## config.mk

```make
export PLATFORM = sky130hd
export DESIGN_NAME = multichannel_adc_average_filter_core
export DESIGN_NICKNAME = d
export VERILOG_FILES = /design/src/maf_pkg.sv /design/src/multichannel_adc_average_filter_core.sv /design/src/maf_ram.sv /design/src/maf_div.sv
export SDC_FILE = /design/constraint.sdc
export NUM_CORES = 1
export LEC_CHECK = 0
export BUFFER_PORTS_ARGS = -buffer_cell sky130_fd_sc_hd__buf_2
export CAP_MARGIN = 10
export CORE_UTILIZATION = 30
export DETAILED_ROUTE_END_ITERATION = 7
export SLEW_MARGIN = 5
export SYNTH_ARGS = -nofsm -noshare
export SYNTH_HDL_FRONTEND = slang
export SYNTH_SLANG_ARGS = --single-unit
```

## constraint.sdc

```tcl
create_clock -name clk_i -period 16.8 [get_ports clk_i]
set_clock_uncertainty 0.05 [all_clocks]
set_input_delay 3.36 -clock clk_i [delete_from_list [all_inputs] [get_ports clk_i]]
set_output_delay 3.36 -clock clk_i [all_outputs]
set_load 0.005 [all_outputs]
```

## src/maf_pkg.sv

```systemverilog
package maf_pkg;

  localparam int unsigned CHANNEL_W = 3;
  localparam int unsigned SAMPLE_W  = 10;

  localparam logic MODE_MEAN = 1'b0;
  localparam logic MODE_TRIM = 1'b1;

  typedef struct packed {
    logic [CHANNEL_W-1:0] channel;
    logic [SAMPLE_W-1:0]  sample;
  } in_word_t;

  typedef struct packed {
    logic [CHANNEL_W-1:0] channel_out;
    logic [SAMPLE_W-1:0]  average;
    logic [SAMPLE_W-1:0]  raw_sample;
  } out_word_t;

  typedef struct packed {
    logic start;
    logic trim;
  } div_ctl_t;

endpackage

```

## src/multichannel_adc_average_filter_core.sv

```systemverilog
// Channel   | Direction | Handshake              | Word
// ----------+-----------+------------------------+-------------------------
// in        | input     | in_valid_i/in_ready_o  | in_word_i  (channel, sample)
// out       | output    | out_valid_o/out_ready_i| out_word_o (channel, average, raw)
// mode      | input     | mode_we_i, no wait     | mode_wdata_i
//
// A word on a configured channel passes the sample write, one ring read per entry,
// the last read data, the trim and divider start, the divider wait, the output load
// and idle; other channels go straight to the output load. After reset a clearing
// pass zeroes the memory, one entry a cycle; no word is taken meanwhile.
// A finished result waits in the output register; the next word is taken while
// it waits, and only a second result stalls behind it.
module multichannel_adc_average_filter_core #(
  parameter int unsigned RING_LENGTH   = 16,
  parameter int unsigned CHANNEL_COUNT = 5
) (
  input  logic               clk_i,
  input  logic               rst_ni,
  input  logic               in_valid_i,
  output logic               in_ready_o,
  input  maf_pkg::in_word_t  in_word_i,
  output logic               out_valid_o,
  input  logic               out_ready_i,
  output maf_pkg::out_word_t out_word_o,
  input  logic               mode_we_i,
  input  logic               mode_wdata_i
);

  import maf_pkg::*;

  localparam int unsigned IW    = $clog2(RING_LENGTH);
  localparam int unsigned CIW   = (CHANNEL_COUNT > 1) ? $clog2(CHANNEL_COUNT) : 1;
  localparam int unsigned AW    = CIW + IW;
  localparam int unsigned DEPTH = CHANNEL_COUNT * (2 ** IW);
  localparam int unsigned NW    = $clog2(RING_LENGTH * ((2 ** SAMPLE_W) - 1) + 1);
  localparam logic [CHANNEL_W:0] CH_LIMIT = (CHANNEL_W + 1)'(CHANNEL_COUNT);

  localparam logic [2:0] S_CLEAR = 3'd0;
  localparam logic [2:0] S_IDLE  = 3'd1;
  localparam logic [2:0] S_WRITE = 3'd2;
  localparam logic [2:0] S_READ  = 3'd3;
  localparam logic [2:0] S_DRAIN = 3'd4;
  localparam logic [2:0] S_DIVST = 3'd5;
  localparam logic [2:0] S_DIVW  = 3'd6;
  localparam logic [2:0] S_OUT   = 3'd7;

  logic [2:0]           state_q, state_d;
  logic [AW-1:0]        clr_q, clr_d;
  logic [IW-1:0]        idx_q, idx_d;
  logic                 rd_vld_q;
  logic                 first_q;
  logic                 mode_q;
  logic [IW-1:0]        wpos_q [CHANNEL_COUNT];
  logic                 out_valid_q, out_valid_d;
  out_word_t            out_word_q;
  logic [CHANNEL_W-1:0] ch_q;
  logic [SAMPLE_W-1:0]  smp_q;
  logic [SAMPLE_W-1:0]  avg_q;
  logic [NW-1:0]        sum_q;
  logic [SAMPLE_W-1:0]  hi_q, lo_q;

  logic                 accept;
  logic                 ch_ok;
  logic [CIW-1:0]       ch_idx;
  logic [IW-1:0]        pos_cur, pos_next;
  logic                 out_load;

  logic                 mem_we, mem_re;
  logic [AW-1:0]        mem_waddr, mem_raddr;
  logic [SAMPLE_W-1:0]  mem_wdata, mem_rdata;

  div_ctl_t             div_ctl;
  logic [NW-1:0]        div_dividend;
  logic                 div_done;
  logic [SAMPLE_W-1:0]  div_quo;

  assign accept   = in_valid_i && in_ready_o;
  assign ch_ok    = ({1'b0, in_word_i.channel} < CH_LIMIT);
  assign ch_idx   = ch_q[CIW-1:0];
  assign pos_cur  = wpos_q[ch_idx];
  assign pos_next = (pos_cur == IW'(RING_LENGTH - 1)) ? '0 : (pos_cur + 1'b1);
  assign out_load = (state_q == S_OUT) && (!out_valid_q || out_ready_i);

  always_comb begin
    state_d = state_q;
    clr_d   = clr_q;
    idx_d   = idx_q;
    unique case (state_q)
      S_CLEAR: begin
        clr_d = clr_q + 1'b1;
        if (clr_q == AW'(DEPTH - 1)) begin
          state_d = S_IDLE;
        end
      end
      S_IDLE: begin
        if (accept) begin
          state_d = ch_ok ? S_WRITE : S_OUT;
        end
      end
      S_WRITE: begin
        idx_d   = '0;
        state_d = S_READ;
      end
      S_READ: begin
        idx_d = idx_q + 1'b1;
        if (idx_q == IW'(RING_LENGTH - 1)) begin
          state_d = S_DRAIN;
        end
      end
      S_DRAIN: state_d = S_DIVST;
      S_DIVST: state_d = S_DIVW;
      S_DIVW: begin
        if (div_done) begin
          state_d = S_OUT;
        end
      end
      S_OUT: begin
        if (out_load) begin
          state_d = S_IDLE;
        end
      end
      default: state_d = S_IDLE;
    endcase
  end

  always_comb begin
    out_valid_d = out_valid_q;
    if (out_load) begin
      out_valid_d = 1'b1;
    end else if (out_ready_i) begin
      out_valid_d = 1'b0;
    end
  end

  // The clearing pass and the sample write share the one write port.
  assign mem_we    = (state_q == S_CLEAR) || (state_q == S_WRITE);
  assign mem_waddr = (state_q == S_CLEAR) ? clr_q : {ch_idx, pos_cur};
  assign mem_wdata = (state_q == S_CLEAR) ? '0 : smp_q;
  assign mem_re    = (state_q == S_READ);
  assign mem_raddr = {ch_idx, idx_q};

  assign div_ctl.start = (state_q == S_DIVST);
  assign div_ctl.trim  = (mode_q == MODE_TRIM);
  assign div_dividend  = div_ctl.trim ? (sum_q - NW'(hi_q) - NW'(lo_q)) : sum_q;

  always_ff @(posedge clk_i or negedge rst_ni) begin
    if (!rst_ni) begin
      state_q     <= S_CLEAR;
      clr_q       <= '0;
      idx_q       <= '0;
      rd_vld_q    <= 1'b0;
      first_q     <= 1'b0;
      mode_q      <= MODE_MEAN;
      out_valid_q <= 1'b0;
      for (int i = 0; i < CHANNEL_COUNT; i++) begin
        wpos_q[i] <= '0;
      end
    end else begin
      state_q     <= state_d;
      clr_q       <= clr_d;
      idx_q       <= idx_d;
      rd_vld_q    <= mem_re;
      out_valid_q <= out_valid_d;
      if (mode_we_i) begin
        mode_q <= mode_wdata_i;
      end
      if (state_q == S_WRITE) begin
        wpos_q[ch_idx] <= pos_next;
        first_q        <= 1'b1;
      end else if (rd_vld_q) begin
        first_q <= 1'b0;
      end
    end
  end

  always_ff @(posedge clk_i) begin
    if (accept) begin
      ch_q  <= in_word_i.channel;
      smp_q <= in_word_i.sample;
      avg_q <= '0;
    end else if ((state_q == S_DIVW) && div_done) begin
      avg_q <= div_quo;
    end
    // Read data lands in the cycle after each ring read is issued.
    if (state_q == S_WRITE) begin
      sum_q <= '0;
    end else if (rd_vld_q) begin
      sum_q <= sum_q + NW'(mem_rdata);
      if (first_q || (mem_rdata > hi_q)) begin
        hi_q <= mem_rdata;
      end
      if (first_q || (mem_rdata < lo_q)) begin
        lo_q <= mem_rdata;
      end
    end
    if (out_load) begin
      out_word_q.channel_out <= ch_q;
      out_word_q.average     <= avg_q;
      out_word_q.raw_sample  <= smp_q;
    end
  end

  maf_ram #(
    .DEPTH (DEPTH),
    .AW    (AW),
    .DW    (SAMPLE_W)
  ) u_ram (
    .clk_i   (clk_i),
    .we_i    (mem_we),
    .waddr_i (mem_waddr),
    .wdata_i (mem_wdata),
    .re_i    (mem_re),
    .raddr_i (mem_raddr),
    .rdata_o (mem_rdata)
  );

  maf_div #(
    .RING_LENGTH (RING_LENGTH),
    .NW          (NW)
  ) u_div (
    .clk_i      (clk_i),
    .rst_ni     (rst_ni),
    .ctl_i      (div_ctl),
    .dividend_i (div_dividend),
    .done_o     (div_done),
    .quotient_o (div_quo)
  );

  assign in_ready_o  = (state_q == S_IDLE);
  assign out_valid_o = out_valid_q;
  assign out_word_o  = out_word_q;

endmodule

```

## src/maf_ram.sv

```systemverilog
module maf_ram #(
  parameter int unsigned DEPTH = 80,
  parameter int unsigned AW    = 7,
  parameter int unsigned DW    = 10
) (
  input  logic          clk_i,
  input  logic          we_i,
  input  logic [AW-1:0] waddr_i,
  input  logic [DW-1:0] wdata_i,
  input  logic          re_i,
  input  logic [AW-1:0] raddr_i,
  output logic [DW-1:0] rdata_o
);

  logic [DW-1:0] mem_q [DEPTH];
  logic [DW-1:0] rdata_q;

  always_ff @(posedge clk_i) begin
    if (we_i) begin
      mem_q[waddr_i] <= wdata_i;
    end
    if (re_i) begin
      rdata_q <= mem_q[raddr_i];
    end
  end

  assign rdata_o = rdata_q;

endmodule

```

## src/maf_div.sv

```systemverilog
module maf_div #(
  parameter int unsigned RING_LENGTH = 16,
  parameter int unsigned NW          = 14
) (
  input  logic                       clk_i,
  input  logic                       rst_ni,
  input  maf_pkg::div_ctl_t          ctl_i,
  input  logic [NW-1:0]              dividend_i,
  output logic                       done_o,
  output logic [maf_pkg::SAMPLE_W-1:0] quotient_o
);

  import maf_pkg::*;

  // Division by a constant is a multiply by its rounded-up reciprocal. With the
  // shift set to NW plus the ceiling of log2 of the divisor, the floor is exact for
  // every NW-bit dividend. The dividend is registered into arg_q at start, so the
  // multiply sits between arg_q and quo_q, and done_o comes via go_q and done_q.
  localparam int unsigned     DIV_MEAN = RING_LENGTH;
  localparam int unsigned     DIV_TRIM = RING_LENGTH - 2;
  localparam int unsigned     SH_MEAN  = NW + $clog2(DIV_MEAN);
  localparam int unsigned     SH_TRIM  = NW + $clog2(DIV_TRIM);
  localparam int unsigned     MW       = NW + 1;
  localparam int unsigned     PW       = NW + MW;
  localparam longint unsigned REC_MEAN = ((64'd1 << SH_MEAN) + DIV_MEAN - 1) / DIV_MEAN;
  localparam longint unsigned REC_TRIM = ((64'd1 << SH_TRIM) + DIV_TRIM - 1) / DIV_TRIM;
  localparam logic [MW-1:0]   MUL_MEAN = MW'(REC_MEAN);
  localparam logic [MW-1:0]   MUL_TRIM = MW'(REC_TRIM);

  logic                go_q;
  logic                done_q;
  logic                trim_q;
  logic [NW-1:0]       arg_q;
  logic [SAMPLE_W-1:0] quo_q, quo_d;
  logic [MW-1:0]       mul;
  logic [PW-1:0]       prod;

  assign mul   = trim_q ? MUL_TRIM : MUL_MEAN;
  assign prod  = PW'(arg_q) * PW'(mul);
  assign quo_d = trim_q ? SAMPLE_W'(prod >> SH_TRIM) : SAMPLE_W'(prod >> SH_MEAN);

  always_ff @(posedge clk_i or negedge rst_ni) begin
    if (!rst_ni) begin
      go_q   <= 1'b0;
      done_q <= 1'b0;
    end else begin
      go_q   <= ctl_i.start;
      done_q <= go_q;
    end
  end

  always_ff @(posedge clk_i) begin
    if (ctl_i.start) begin
      arg_q  <= dividend_i;
      trim_q <= ctl_i.trim;
    end
    if (go_q) begin
      quo_q <= quo_d;
    end
  end

  assign done_o     = done_q;
  assign quotient_o = quo_q;

endmodule

```

==> impl_metrics.csv <==
group,metric,value,unit
run_status,status,"finished clean",
worst_setup_path,required,17.22,ns
pwr,clkPwrFrac,0.266,
clocking,ctsLongestPathBuffers,3,
yosys,synthesis.area,41200,µm²
worst_setup_path,cp_top_family,"adder cells",
pwr,leakage,0.0157,µW
worst_setup_path,path_cells,"and2_1, ha_1, inv_1, fa_1, inv_1, fa_1, fa_1, fa_1, fa_1, ha_1, nand4_1, a211oi_1, a221oi_2, a2111oi_0, nor2_1, o311ai_0",
pwr,p_sw,2690,µW
clocking,cts_root_buf,"clkbuf_16",
yosys,syn_area_per_cell,18.1,µm²
worst_setup_path,cp_num_buf_inv,2,
yosys,synth_cell_types,61,
die,core_area,136000,µm²
pwr,ir_drop,0.000124,V
grt,grt_max_degree,130,
worst_setup_path,worstSetupStartpointType,"register",
grt,grt_pass1_vias,21083,
worst_setup_path,endpoint_kind,"register",
hold_path,holdPathStages,0,
grt,overflow,0,
hold_path,holdPathEnd,"out_word_o[13]",
pwr,power_frac_comb,0.354,
timing,worst_slew_pin_slew,1.22,ns
drt,wl_per_cell,21.9,µm
grt,grt_first_pass_wirelength,140000,µm
grt,antenna_found_initial,0,
drt,wirelength,92600,µm
timing,setup_viol,0,
yosys,ys_ff_latch,955,
pwr,p_total,8110,µW
clocking,cts_max_level,3,
yosys,synth_cells,2275,
drt,via_per_inst,4.94,
yosys,synth_fp_nets,2482,
placement,place_hpwl,57900,µm
pwr,power_density,174,nW/µm²
yosys,yosys_warnings,0,
die,num_io_pins,44,
yosys,ys_seq_area_frac,0.685,
drt,first_pass_iters,5,
placement,routabilityCongestion,0.816,
drt,drt_iter0_drc,1902,
yosys,synth_edf_count,891,
yosys,synthFlopType,"edfxtp_1",
finish,drive_gt1_frac,0.211,
clocking,clock_latency,0.67,ns
worst_setup_path,rr_endpoint,"u_div.quotient_o[8]",
clocking,ctsHoldBuffers,0,
finish,layout_commonest_cell,"edfxtp_1",
worst_setup_path,worst_path_max_delay_cell,"a2111oi_0",
finish,syn_to_final_growth,13.3,%
finish,final_nets,2573,
timing,max_slew_margin,0.185,
worst_setup_path,cp_max_fo,15,
clocking,cts_setup_buffers,0,
clocking,cts_tree,"yes",
drt,dr_total_vias,20863,
drt,drcViolationCount,0,
drt,ant_nets,0,
timing,fmax,170,MHz
timing,fin_setup_tns,0,ns
worst_setup_path,crit_top_cell,"fa_1",
timing,period_minus_slack,5.90,ns
die,die_h,373,µm
placement,io_buffers,43,
die,chipWidth,373,µm
pwr,p_sw_frac,0.332,
worst_setup_path,crit_arrival,6.32,ns
clocking,cts_buffers,100,
worst_setup_path,r2r_start,"u_div.trim_q",
clocking,cts_resized,0,
timing,hold_viol,0,
hold_path,hp-start,"avg_q[3]",
pwr,power_frac_seq,0.380,
worst_setup_path,max_stage_delay,0.78,ns
clocking,clock-sinks,955,
die,initial_utilization,0.303,
finish,n_antenna_cell,0,
timing,drv_slew,0,
clocking,path_clk_slew,0.06,ns
job,drv_cap,0,
pwr,p_int,5420,µW
finish,mostFrequentLayoutCells,"edfxtp_1 (891), mux4_2 (223), ha_1 (146)",
timing,rsz0062_at_grt,"no",
worst_setup_path,crit_type,"reg -> reg",
timing,timing.final.crit_share,0.351,
die,core.rowCount,135,
yosys,synth-async-reset-ratio,0.0419,
die,die-area,139000,µm²
hold_path,hold_class,"reg -> reg",
grt,globalRouteTotalUtil,0.133,
worst_setup_path,r2r_slack,10.90,ns
worst_setup_path,r2r_cells,16,
==> synth_stat cells (11+ instances only) <==
cell type,instances,area share
edfxtp_1,891,0.65
mux4_2,223,0.12
ha_1,146,0.044
nor2_1,133,0.012
inv_1,95,0.0087
nand2_1,93,0.0085
a21oi_1,57,0.0069
o21ai_0,50,0.0061
mux2i_1,48,0.012
mux2_2,46,0.013
fa_1,42,0.020
clkbuf_1,41,0.0037
dfrtp_1,40,0.024
and2_1,28,0.0043
buf_2,24,0.0029
dfxtp_1,24,0.012
xnor2_1,24,0.0051
nor3_1,22,0.0027
nand3_1,19,0.0023
o21a_1,16,0.0029
nand4_1,15,0.0023
a21o_1,14,0.0026
nor2b_1,14,0.0021
o22ai_1,13,0.0020
buf_1,12,0.0011
o21bai_1,11,0.0020
==> power by group through the flow <==
stage          clock network, µW  logic [µW]  registers [µW]
2_1_floorplan                  0        2150            3040
3_3_place_gp                   0        2880            3130
3_5_place_dp                   0        2900            3130
4_1_cts                     2200        2920            3080
5_1_grt                     2290        3200            3100
6_report                    2160        2870            3080
==> logic make-up (layout without fill, tap and decap cells) <==
logic type               Yosys count  count (layout)  share of synthesized area
multiplexers                     317             317                      0.146
flip-flops                       955             955                      0.685
XOR/XNOR                          30              30                    0.00638
AO/OA/AOI/OAI                    223             223                     0.0346
AND/OR/NAND/NOR                  373             373                     0.0424
buffers and inverters            189             358                     0.0206
adder cells (fa/ha/maj)          188             188                     0.0647
==> area by class of cell <==
type / instances / area [µm²]
well taps: 1781 / 2230
clock buffers: 121 / 2590
repair buffers: 83 / 528
fillers: 12774 / 89100
clock inverters: 59 / 579
inverters: 95 / 357
flip-flops and latches: 955 / 28300
multi-input cells: 1131 / 12100
==> flip-flops by register name (all words and copies together), names as in the netlist, 14 cells and up <==
| register | cells |
|---|---|
| sum_q | 14 |
| u_ram.mem_q | 800 |
| wpos_q | 20 |
| u_div.arg_q | 14 |
| out_word_o | 23 |
==> worst max-delay path by stage <==
stage / to / slack [ns] / depth (start not counted) / startpoint
after floorplan: u_div.quotient_o[6] / 11.41 / 18 / u_div.trim_q
after global placement: u_div.quotient_o[8] / 10.99 / 16 / u_div.trim_q
after detailed placement: u_div.quotient_o[8] / 10.95 / 16 / u_div.trim_q
after CTS: u_div.quotient_o[8] / 10.91 / 16 / u_div.trim_q
after global routing: u_div.quotient_o[8] / 10.48 / 16 / u_div.trim_q
final: u_div.quotient_o[8] / 10.90 / 16 / u_div.trim_q
==> through the flow <==
| stage | cells | util | area, µm² | hold slack [ns] | worst slack [ns] |
|---|---|---|---|---|---|
| final | 4225 | 0.344 | 46700 | 0.383 | 10.90 |
| after global routing | 4225 | 0.344 | 46700 | 0.405 | 10.48 |
| after CTS | 4225 | 0.344 | 46700 | 0.384 | 10.91 |
| after detailed placement | 4045 | 0.320 | 43500 | 0.372 | 10.95 |
| after global placement | 4045 | 0.320 | 43500 | 0.368 | 10.99 |
| after floorplan | 2275 | - | 41200 | 0.358 | 11.41 |
==> routing by layer <==
layer  wire length, µm  vias to the layer above  GRT usage  share of wire
met5                 0                        -          0              0
met4              1700                        0     0.0366          0.018
met3              4550                      104     0.0184          0.049
met2             44000                      535      0.211           0.48
met1             42400                    10994      0.190           0.46
li1                  -                     9230          -              -
Power figures use the tool's default switching activity.
